--- src/bmmc_pkg.sv ---
// shared types and constants for the barcode minimum-mismatch counter
// no dependencies; imported by every module of the block
package bmmc_pkg;

	localparam int MAX_PRIMERS = 6;
	localparam int PRIMER_REGS = 6;
	localparam int COUNT_WIDTH = 32;
	localparam int TAG_LEN     = 6;
	localparam int TAG_W       = 8 * TAG_LEN;
	localparam int POS_W       = $clog2(TAG_LEN + 1);
	localparam int MISM_W      = 3;
	localparam int ADDR_W      = 6;
	localparam int DATA_W      = 64;
	localparam int TOTAL_W     = 32;

	localparam logic [7:0] HASH_CHAR = 8'h23;

	// register indexes (byte address is 8 * index)
	localparam logic [2:0] REG_PRIMER_COUNT = 3'd0;
	localparam logic [2:0] REG_PRIMER_FIRST = 3'd1;

	// completed read handed from tag capture to scoring
	typedef struct packed {
		logic             valid;
		logic             counted;
		logic [TAG_W-1:0] tag;
	} tag_item_t;

	// configuration register contents
	typedef struct packed {
		logic [2:0]                        count;
		logic [PRIMER_REGS-1:0][TAG_W-1:0] primer;
	} cfg_t;

endpackage

--- src/bmmc_regs.sv ---
// configuration register file with apb-style write and read access
// depends on bmmc_pkg
module bmmc_regs (
	input  logic                          clk,
	input  logic                          arst_n,
	input  logic                          psel,
	input  logic                          penable,
	input  logic                          pwrite,
	input  logic [bmmc_pkg::ADDR_W-1:0]   paddr,
	input  logic [bmmc_pkg::DATA_W-1:0]   pwdata,
	output logic [bmmc_pkg::DATA_W-1:0]   prdata,
	output logic                          pready,
	output bmmc_pkg::cfg_t                cfg
);
	import bmmc_pkg::*;

	cfg_t       cfg_q;
	logic [2:0] reg_idx;
	logic       wr_en;

	assign reg_idx = paddr[ADDR_W-1:3];
	assign wr_en   = psel && penable && pwrite;
	assign pready  = 1'b1;
	assign cfg     = cfg_q;

	// register writes, unknown index ignored
	always_ff @(posedge clk or negedge arst_n) begin
		if (!arst_n) begin
			cfg_q <= '0;
		end else if (wr_en) begin
			if (reg_idx == REG_PRIMER_COUNT) begin
				cfg_q.count <= pwdata[2:0];
			end
			for (int i = 0; i < PRIMER_REGS; i++) begin
				if (reg_idx == REG_PRIMER_FIRST + 3'(i)) begin
					cfg_q.primer[i] <= pwdata[TAG_W-1:0];
				end
			end
		end
	end

	// read mux
	always_comb begin
		prdata = '0;
		if (reg_idx == REG_PRIMER_COUNT) begin
			prdata = DATA_W'(cfg_q.count);
		end
		for (int i = 0; i < PRIMER_REGS; i++) begin
			if (reg_idx == REG_PRIMER_FIRST + 3'(i)) begin
				prdata = DATA_W'(cfg_q.primer[i]);
			end
		end
	end

endmodule

--- src/bmmc_tag_capture.sv ---
// per-byte tag tracking: finds the first '#' and collects the six bytes after it
// depends on bmmc_pkg; registers one completed read per last byte
module bmmc_tag_capture (
	input  logic                  clk,
	input  logic                  arst_n,
	input  logic                  adv,
	input  logic                  accept,
	input  logic [7:0]            name_byte,
	input  logic                  last_byte,
	output bmmc_pkg::tag_item_t   item_s1
);
	import bmmc_pkg::*;

	logic             hash_seen_q;
	logic [POS_W-1:0] tag_pos_q;
	logic [TAG_W-1:0] tag_q;
	logic             hash_nxt;
	logic [POS_W-1:0] pos_nxt;
	logic [TAG_W-1:0] tag_nxt;
	logic             valid_s1;
	logic             counted_s1;
	logic [TAG_W-1:0] tag_s1;

	// next tag state for the incoming byte
	always_comb begin
		hash_nxt = hash_seen_q;
		pos_nxt  = tag_pos_q;
		tag_nxt  = tag_q;
		if (!hash_seen_q) begin
			if (name_byte == HASH_CHAR) begin
				hash_nxt = 1'b1;
				pos_nxt  = '0;
				tag_nxt  = '0;
			end
		end else if (tag_pos_q < POS_W'(TAG_LEN)) begin
			tag_nxt = {tag_q[TAG_W-9:0], name_byte};
			pos_nxt = tag_pos_q + POS_W'(1);
		end
	end

	// per-read state, cleared after every last byte
	always_ff @(posedge clk or negedge arst_n) begin
		if (!arst_n) begin
			hash_seen_q <= 1'b0;
			tag_pos_q   <= '0;
			tag_q       <= '0;
		end else if (accept) begin
			if (last_byte) begin
				hash_seen_q <= 1'b0;
				tag_pos_q   <= '0;
				tag_q       <= '0;
			end else begin
				hash_seen_q <= hash_nxt;
				tag_pos_q   <= pos_nxt;
				tag_q       <= tag_nxt;
			end
		end
	end

	// stage 1 register: one entry per finished name
	always_ff @(posedge clk or negedge arst_n) begin
		if (!arst_n) begin
			valid_s1 <= 1'b0;
		end else if (adv) begin
			valid_s1 <= accept && last_byte;
		end
	end

	always_ff @(posedge clk) begin
		if (adv && accept && last_byte) begin
			counted_s1 <= hash_nxt && (pos_nxt == POS_W'(TAG_LEN));
			tag_s1     <= tag_nxt;
		end
	end

	assign item_s1 = {valid_s1, counted_s1, tag_s1};

endmodule

--- src/bmmc_score.sv ---
// minimum byte-mismatch count of a tag against the active primers
// depends on bmmc_pkg; purely combinational
module bmmc_score (
	input  logic [bmmc_pkg::TAG_W-1:0]  tag,
	input  bmmc_pkg::cfg_t              cfg,
	output logic [bmmc_pkg::MISM_W-1:0] best
);
	import bmmc_pkg::*;

	logic [2:0] n_active;

	// primer count clamps at the number of primer slots
	assign n_active = (cfg.count > 3'(MAX_PRIMERS)) ? 3'(MAX_PRIMERS) : cfg.count;

	// per-primer mismatch count, then running minimum
	always_comb begin
		logic [MISM_W-1:0] miss;
		best = MISM_W'(TAG_LEN);
		for (int i = 0; i < MAX_PRIMERS; i++) begin
			miss = '0;
			for (int k = 0; k < TAG_LEN; k++) begin
				if (tag[8*k +: 8] != cfg.primer[i][8*k +: 8]) begin
					miss = miss + MISM_W'(1);
				end
			end
			if ((3'(i) < n_active) && (miss < best)) begin
				best = miss;
			end
		end
	end

endmodule

--- src/barcode_min_mismatch_counter.sv ---
// barcode minimum-mismatch counter: one name byte per transaction, one result per name
// an accepted last byte passes the stage 1 register, then the result register that drives result_valid
// throughput: one byte per cycle; the only stall is a held result with result_stall high
// reset (arst_n low, asynchronous): counters, tag state, registers and valids clear
// top level; depends on bmmc_pkg, bmmc_regs, bmmc_tag_capture, bmmc_score
module barcode_min_mismatch_counter (
	input  logic                           clk,
	input  logic                           arst_n,
	input  logic                           name_valid,
	output logic                           name_stall,
	input  logic [7:0]                     name_byte,
	input  logic                           last_byte,
	output logic                           result_valid,
	input  logic                           result_stall,
	output logic                           read_counted,
	output logic [bmmc_pkg::MISM_W-1:0]    best_mismatches,
	output logic [bmmc_pkg::TOTAL_W-1:0]   reads_total,
	output logic [bmmc_pkg::TOTAL_W-1:0]   mismatches_total,
	input  logic                           psel,
	input  logic                           penable,
	input  logic                           pwrite,
	input  logic [bmmc_pkg::ADDR_W-1:0]    paddr,
	input  logic [bmmc_pkg::DATA_W-1:0]    pwdata,
	output logic [bmmc_pkg::DATA_W-1:0]    prdata,
	output logic                           pready
);
	import bmmc_pkg::*;

	cfg_t                   cfg;
	tag_item_t              item_s1;
	logic                   adv;
	logic                   accept;
	logic [MISM_W-1:0]      best;
	logic                   valid_s2;
	logic                   counted_s2;
	logic [MISM_W-1:0]      best_s2;
	logic [COUNT_WIDTH-1:0] read_cnt_q;
	logic [COUNT_WIDTH-1:0] miss_sum_q;
	logic [COUNT_WIDTH:0]   miss_sum_add;

	// pipeline moves unless the held result is stalled
	assign adv        = !valid_s2 || !result_stall;
	assign name_stall = !adv;
	assign accept     = name_valid && adv;

	bmmc_regs u_regs (
		.clk     (clk),
		.arst_n  (arst_n),
		.psel    (psel),
		.penable (penable),
		.pwrite  (pwrite),
		.paddr   (paddr),
		.pwdata  (pwdata),
		.prdata  (prdata),
		.pready  (pready),
		.cfg     (cfg)
	);

	bmmc_tag_capture u_capture (
		.clk       (clk),
		.arst_n    (arst_n),
		.adv       (adv),
		.accept    (accept),
		.name_byte (name_byte),
		.last_byte (last_byte),
		.item_s1   (item_s1)
	);

	bmmc_score u_score (
		.tag  (item_s1.tag),
		.cfg  (cfg),
		.best (best)
	);

	// saturating add of the mismatch count, carry out means overflow
	assign miss_sum_add = {1'b0, miss_sum_q} + (COUNT_WIDTH + 1)'(best);

	// result register and counters
	always_ff @(posedge clk or negedge arst_n) begin
		if (!arst_n) begin
			valid_s2   <= 1'b0;
			read_cnt_q <= '0;
			miss_sum_q <= '0;
		end else if (adv) begin
			valid_s2 <= item_s1.valid;
			if (item_s1.valid && item_s1.counted) begin
				if (read_cnt_q != '1) begin
					read_cnt_q <= read_cnt_q + COUNT_WIDTH'(1);
				end
				miss_sum_q <= miss_sum_add[COUNT_WIDTH] ? '1 : miss_sum_add[COUNT_WIDTH-1:0];
			end
		end
	end

	always_ff @(posedge clk) begin
		if (adv && item_s1.valid) begin
			counted_s2 <= item_s1.counted;
			best_s2    <= item_s1.counted ? best : '0;
		end
	end

	assign result_valid     = valid_s2;
	assign read_counted     = counted_s2;
	assign best_mismatches  = best_s2;
	assign reads_total      = TOTAL_W'(read_cnt_q);
	assign mismatches_total = TOTAL_W'(miss_sum_q);

endmodule

--- config.mk ---
export PLATFORM = sky130hd
export DESIGN_NAME = barcode_min_mismatch_counter
export DESIGN_NICKNAME = d
export VERILOG_FILES = /design/src/bmmc_pkg.sv /design/src/bmmc_regs.sv /design/src/bmmc_tag_capture.sv /design/src/bmmc_score.sv /design/src/barcode_min_mismatch_counter.sv
export SDC_FILE = /design/constraint.sdc
export NUM_CORES = 1
export LEC_CHECK = 0
export ABC_AREA = 1
export BUFFER_PORTS_ARGS = -buffer_cell sky130_fd_sc_hd__buf_2
export CAP_MARGIN = 20
export CELL_PAD_IN_SITES_DETAIL_PLACEMENT = 0
export CELL_PAD_IN_SITES_GLOBAL_PLACEMENT = 2
export CORE_ASPECT_RATIO = 1.25
export CORE_UTILIZATION = 32
export CTS_CLUSTER_DIAMETER = 100
export DETAILED_ROUTE_END_ITERATION = 16
export GPL_TIMING_DRIVEN = 0
export PLACE_DENSITY = 0.73
export SYNTH_ARGS = -nofsm -noshare
export SYNTH_HDL_FRONTEND = slang
export SYNTH_SLANG_ARGS = --single-unit
--- constraint.sdc ---
create_clock -name clk -period 9.2 [get_ports clk]
set_clock_uncertainty 0.2 [all_clocks]
set_input_delay 1.84 -clock clk [delete_from_list [all_inputs] [get_ports clk]]
set_output_delay 1.84 -clock clk [all_outputs]
set_load 0.02 [all_outputs]
==> results of run 1 <==
## sequential cells by signal, indices dropped and copies added (netlist names)
register,flops
best_mismatches,3
mismatches_total,32
read_counted,1
reads_total,32
result_valid,1
u_capture.counted_s1,1
u_capture.hash_seen_q,1
u_capture.tag_pos_q,3
u_capture.tag_q,48
u_capture.tag_s1,48
u_capture.valid_s1,1
u_regs.cfg,291
## logic make-up after synthesis
logic type,after synthesis
simple gates,1446
mux,5
compound gates,595
xor+xnor,175
other cells,2
buf+inv,636
flops,462
fa+ha+maj,39
## cells in the mapped netlist, types with 51 or more instances
master / count
nand2_1: 898
clkbuf_1: 114
edfxtp_1: 53
nor2_1: 217
a221oi_1: 54
o22ai_1: 51
o21ai_0: 340
xor2_1: 108
dfrtp_1: 409
xnor2_1: 64
a21oi_1: 55
nand3_1: 126
inv_1: 435
## tightest hold or removal path, delay by kind of cell (launching register included)
family        cells  cell delay (ns)
simple gates      1             0.06
buf+inv           1             0.06
flops             1             0.32
## repair_timing
item	4_1_cts	5_1_grt
setup endpoints to repair	32	32
cloned	1	1
gates resized for setup	67	142
pin swaps	25	85
setup buffers	51	44
## through the flow
step | instances | hold slack [ns]
detailed placement | 4634 | 0.259
global route | 4817 | 0.306
finish | 4819 | 0.270
global placement | 4621 | 0.254
CTS | 4774 | 0.274
floorplan | 3375 | 0.234
## power by group through the flow
stage	Clock [mW]	Sequential, mW	Combinational [mW]
floorplan	0	2.63	1.01
global placement	0	2.68	1.45
detailed placement	0	2.68	1.47
CTS	2.34	2.65	1.56
global route	2.41	2.70	2.03
finish	2.28	2.66	1.81
## layer usage
metal / wire, µm / track usage (%)
met3: 4690 / 2.99
met4: 3000 / 7.55
met2: 53900 / 45.7
met1: 44600 / 31.9
met5: 9 / 0
## final timing paths
kind                       depth (start not counted)                start                   end  slack, ns
max                                               65  u_capture.tag_s1[7]  mismatches_total[31]       0.13
min                                                2   u_capture.valid_s1          result_valid       0.27
max reg2reg                                       65  u_capture.tag_s1[7]  mismatches_total[31]       0.13
min reg2reg                                        2   u_capture.valid_s1          result_valid       0.27
max in group asynchronous                          4               arst_n   u_capture.tag_q[40]       6.11
min in group asynchronous                          1               arst_n       reads_total[28]       0.90
## layout make-up
cell class | instances | share of cell area (%)
diodes | 2 | 0.0156
repair buffers | 292 | 6.05
plain buffers | 152 | 2.32
clock buffers | 79 | 4.96
multi-input cells | 2277 | 39.3
well taps | 1062 | 4.15
flip-flops and latches | 462 | 36.9
inverters | 471 | 5.53
clock inverters | 22 | 0.808
## placed cells by master (no fill, tap or decap), types with 15 or more instances in the layout
master,instances
a21oi_1,53
a221oi_1,53
buf_2,195
buf_4,110
clkbuf_1,114
clkbuf_16,59
conb_1,17
dfrtp_1,409
edfxtp_1,53
ha_1,25
inv_1,413
inv_2,53
nand2_1,859
nand2_2,45
nand3_1,101
nand3_2,25
nand4_1,47
nor2_1,205
nor3_1,39
o2111ai_1,15
o211ai_1,33
o21ai_0,333
o22ai_1,51
or2_2,20
xnor2_1,60
xor2_1,107
==> qor.txt, run 1 <==
====================================================================================
Worst min-delay path category                                           flip-flop to flip-flop
Gp weighted congestion                                                         0.862
Overall fraction of global-route tracks in use                                 25.5%
Fin nets                                                                        3836
Final hold violation count                                                         0
Crit path kind                                                          flip-flop to flip-flop
Net switching fraction of the power                                            34.1%
Slew headroom                                                                  18.9%
Post-synth EDFFs                                                                  53
Family with the most delay on the worst path                            simple AND/OR/NAND/NOR gates
Global-route wire length before repair                                     157000 µm
Cell Area, Synth                                                          0.0261 mm²
Area share of the leading cell type in the synthesized netlist                 39.2%
Mux contribution to synthesized area                                          0.197%
Critical path data required time                                             9.52 ns
Most instantiated flip-flop cell in the synthesis netlist                    dfrtp_1
Top cell by count, worst path                                                nand2_2
Startpoint Class                                                           flip-flop
Synthesized-area fraction occupied by adder cells                              1.90%
Final instance area                                                       0.0320 mm²
CTS tree                                                                        done
Combinational share of power                                                   26.8%
Dpl hpwl                                                                    79000 µm
Number of design rule violations left after detail routing                         0
Maximum buffer depth of the clock tree                                             3
H-tree depth                                                                       2
Core outline area                                                         0.0804 mm²
Part of the total power dissipated in sequential elements                      39.4%
Die boundary height                                                           321 µm
Register area share after synthesis                                            45.3%
Max Fclk                                                                     110 MHz
Root buffer cell                                                           clkbuf_16
Fin crit period                                                              9.07 ns
Clock latency on the worst-skew pair                                         0.63 ns
Arrival time of the worst setup path                                         9.39 ns
Simple-gate area share of the yosys netlist                                    23.3%
Share of the clock period used by the worst path after layout                  98.6%
Filler cell count in the final layout                                           8493
Starting Density                                                               32.4%
Final global-route overflow total                                                  0
Overall die width                                                             257 µm
Internal power summed over all cells                                         4.45 mW
First-iteration detailed-routing DRC count                                      1682
Biggest fanout along the worst timing path                                         6
Standard-cell row count                                                          116
Switching power summed over all nets                                         2.30 mW
Mean routed wirelength per cell                                              22.0 µm
Drt via density                                                                 4.99
PnR Total Power                                                              6.75 mW
Max VDD drop                                                                0.177 mV
Sum Neg Setup Slack                                                             0 ns
Unrepaired setup endpoints after global routing                                 true
Cell count after synthesis                                                      3360
Max-cap check violation count                                                      0
Pins Over Slew Limit                                                               0
Cells taking the most area after synthesis                              dfrtp_1 (39%), nand2_1 (13%), o21ai_0 (6.5%)
Register Area                                                             0.0118 mm²
Largest net degree at the start of global routing                                111
Vias in the first global route                                                 23800
Max incr delay on CP                                                         0.54 ns
Number of vias in the routed layout                                            24000
Master of the slowest instance on the critical path                         edfxtp_1
Syn avg cell area                                                           7.76 µm²
Boundary Pins                                                                    221
P per Cell Area                                                           211 mW/mm²
Number of storage elements in the synthesis netlist                              462
Post-synthesis compound-gate area fraction                                     13.6%
Finish-stage setup viols                                                           0
Buffers & Inverters on Critical Path                                              11
Post-DP Area                                                              0.0286 mm²
Combinational family with the most area after synthesis                 simple AND/OR/NAND/NOR gates
Static leakage                                                               15.1 nW
Area added between synthesis and finish                                        22.9%
Type of element capturing the critical path                                flip-flop
Outcome                                                                    completed
Portion of total power attributed to the clock network                         33.8%
Number of warnings printed during yosys synthesis                                  0
Post-placement worst setup slack                                            -2.46 ns
XOR/XNOR share of the synthesized area                                         5.96%
Share of flip-flops with an asynchronous set or reset after synthesis          88.5%
Number of different library cells in the post-synthesis netlist                   58
Setup slack of the critical path after layout                               0.128 ns
Overall routed net length                                                  106000 µm
Router iterations before antenna repair                                            5
Total clock sinks                                                                462
End-of-flow core utilization                                                   39.8%
Initial antenna violation count                                                    5
I/O Buffers                                                                      184
Slew of the pin with the lowest slew margin                                  1.22 ns
DIE AREA                                                                  0.0826 mm²
Total area of multi-input combinational cells                             0.0126 mm²
Synth area leader                                                            dfrtp_1
Clock slew seen by the registers of the worst setup and hold paths           0.06 ns
Hold-fix buffers at CTS                                                            0
Clock buffers created by TritonCTS                                                55
Remaining antenna violation count                                                  0
Ratio of cells with drive above 1 in the final layout                          17.5%
====================================================================================
Note: power is estimated with default switching activity, not from simulation.
==> run 2: changes to the inputs <==
- SETUP_SLACK_MARGIN: not set -> 0.5
==> qor.txt, run 2 (synthesized netlist as in run 1, its figures left out) <==
=================================================================================
Overall die width                                                          257 µm   unchanged
Overall fraction of global-route tracks in use                              25.3%   -0.16 points
Overall routed net length                                               106000 µm   -0.49%
Mean routed wirelength per cell                                           22.0 µm   -0.33%
First-iteration detailed-routing DRC count                                   1503   -11%
Slew headroom                                                               23.2%   +4.3 points
Arrival time of the worst setup path                                      9.47 ns   +0.08 ns
Standard-cell row count                                                       116   unchanged
H-tree depth                                                                    2   unchanged
Number of vias in the routed layout                                         24000   -0.19%
Remaining antenna violation count                                               0   unchanged
Pins Over Slew Limit                                                            0   unchanged
Final hold violation count                                                      0   unchanged
Max-cap check violation count                                                   0   unchanged
Largest net degree at the start of global routing                             106   -4.5%
Number of design rule violations left after detail routing                      0   unchanged
Biggest fanout along the worst timing path                                      5   -1
Share of the clock period used by the worst path after layout               99.5%   +0.85 points
Max VDD drop                                                             0.146 mV   -18%
Startpoint Class                                                        flip-flop
Clock slew seen by the registers of the worst setup and hold paths        0.06 ns   about the same
Router iterations before antenna repair                                         5   unchanged
Core outline area                                                      0.0804 mm²   unchanged
Leading cell types in the layout, fill and taps excluded             nand2_1 (853), inv_1 (410), dfrtp_1 (409)
Unrepaired setup endpoints after global routing                              true
Maximum buffer depth of the clock tree                                          3   unchanged
Type of element capturing the critical path                             flip-flop
I/O Buffers                                                                   184   unchanged
Met3 global-route usage                                                     3.45%   +0.46 points
Starting Density                                                            32.4%   unchanged
Fin crit period                                                           9.15 ns   +0.0780 ns
Clock latency on the worst-skew pair                                      0.63 ns   about the same
Total clock sinks                                                             462   unchanged
Minimum hold slack                                                       0.265 ns   -0.00449 ns
Fin nets                                                                     3828   -0.21%
Static leakage                                                            15.0 nW   -0.53%
Master of the slowest instance on the critical path                      edfxtp_1
Dpl hpwl                                                                 78500 µm   -0.59%
Drt via density                                                              4.99   about the same
Max reg flops                                                                 291   unchanged
P per Cell Area                                                        214 mW/mm²   +1.7%
Die boundary height                                                        321 µm   unchanged
PnR Total Power                                                           6.85 mW   +1.5%
Initial antenna violation count                                                 3   -2
Area added between synthesis and finish                                     22.6%
Max incr delay on CP                                                      0.49 ns   -0.05 ns
Worst min-delay path category                                        flip-flop to flip-flop
Root buffer cell                                                        clkbuf_16
Vias in the first global route                                              23800   -0.28%
Crit path kind                                                       flip-flop to flip-flop
Critical path data required time                                          9.52 ns   about the same
Global-route wire length before repair                                  156000 µm   -0.64%
Post-placement worst setup slack                                         -1.78 ns   +0.681 ns
Final global-route overflow total                                               0   unchanged
Max Fclk                                                                  109 MHz   -0.85%
Most common cell after layout, fill and taps aside                        nand2_1
Top cell by count, worst path                                             nand2_2
Outcome                                                                 completed
M2 GR Usage                                                                 44.8%   -0.88 points
Boundary Pins                                                                 221   unchanged
Ratio of cells with drive above 1 in the final layout                       17.6%   +0.064 points
Setup slack of the critical path after layout                           0.0498 ns   -0.0780 ns
Post-DP Area                                                           0.0287 mm²   about the same
Final instance area                                                    0.0320 mm²   -0.20%
Finish-stage setup viols                                                        0   unchanged
Clock buffers created by TritonCTS                                             54   -1.8%
Slew of the pin with the lowest slew margin                               1.15 ns   -0.0648 ns
CTS tree                                                                     done
Hold-fix buffers at CTS                                                         0   unchanged
DIE AREA                                                               0.0826 mm²   unchanged
Filler cell count in the final layout                                        8526   +0.39%
Busiest grt layer                                                            met2
Global-route track usage on met1                                            31.5%   -0.37 points
Gp weighted congestion                                                      0.880   +2.1%
=================================================================================
-- run 2: cell types whose count changed in the layout (fill, tap and decap cells not counted), moves of 3 or more --
cell,previous run,this run
buf_4,110,91
nand2_1,859,853
clkbuf_2,0,5
clkbuf_8,8,13
clkinvlp_4,0,5
clkbuf_16,59,55
clkinv_2,11,7
nand2_2,45,49
buf_2,195,198
buf_8,8,5
inv_1,413,410
-- run 2: worst paths after layout --
path / startpoint / cells after the start / end / slack, ns
max reg2reg: u_capture.tag_s1[13] / 68 / mismatches_total[31] / 0.05
min in group asynchronous: arst_n / 1 / u_regs.cfg[221] / 0.89
max: u_capture.tag_s1[13] / 68 / mismatches_total[31] / 0.05
min reg2reg: u_capture.valid_s1 / 2 / result_valid / 0.27
max in group asynchronous: arst_n / 4 / u_capture.tag_pos_q[0] / 6.12
min: u_capture.valid_s1 / 2 / result_valid / 0.27
-- run 2: final cells by class --
| class | count | area [µm²] | share of cell area [%] |
|---|---|---|---|
| multi-input combinational | 2277 | 12600 | 39.3 |
| sequential | 462 | 11800 | 37.0 |
| timing repair buffer | 272 | 1780 | 5.56 |
| inverter | 471 | 1780 | 5.55 |
| clock buffer | 74 | 1510 | 4.71 |
| tap | 1062 | 1330 | 4.16 |
| buffer | 165 | 843 | 2.64 |
| clock inverter | 26 | 342 | 1.07 |
| antenna | 2 | 5.00 | 0.0157 |
-- run 2: power by group --
| group | switching (mW) | internal (mW) | total (mW) |
|---|---|---|---|
| registers | 0.286 | 2.37 | 2.66 |
| clock network | 0.953 | 1.34 | 2.30 |
| logic | 1.11 | 0.790 | 1.90 |
| total | 2.35 | 4.51 | 6.85 |
-- run 2: stage by stage --
| step | setup TNS (ns) | util (%) | std cells |
|---|---|---|---|
| finish | 0 | 39.8 | 4811 |
| global route | -10.18 | 39.8 | 4809 |
| CTS | 0 | 39.1 | 4792 |
| detailed placement | -47.33 | 35.6 | 4632 |
| global placement | -1388.20 | 35.3 | 4621 |
| floorplan | 0 | - | 3375 |
-- run 2: per-layer routing --
layer	part of all wire, %	vias to the layer above
li1	-	11600
met1	42	11700
met2	50	551
met3	4.2	169
met4	3.6	6
met5	0.063	-
-- run 2: critical path: cells and delay by family, from the launching register on --
family	cells	cell delay [ns]
AOI/OAI and AO/OA	3	0.60
xor gates and xnor gates	4	0.65
adders and majority gates	6	1.34
buffers and inverters	18	1.83
DFF	1	0.49
and+or+nand+nor	37	3.93
-- run 2: timing repair --
| item | in CTS | in global routing |
|---|---|---|
| pin swaps | 57 | 76 |
| hold endpoints to repair | 0 | 0 |
| cloned | 2 | 0 |
| setup buffers | 58 | 16 |
| gates resized for setup | 133 | 107 |
| setup endpoints to repair | 32 | 32 |
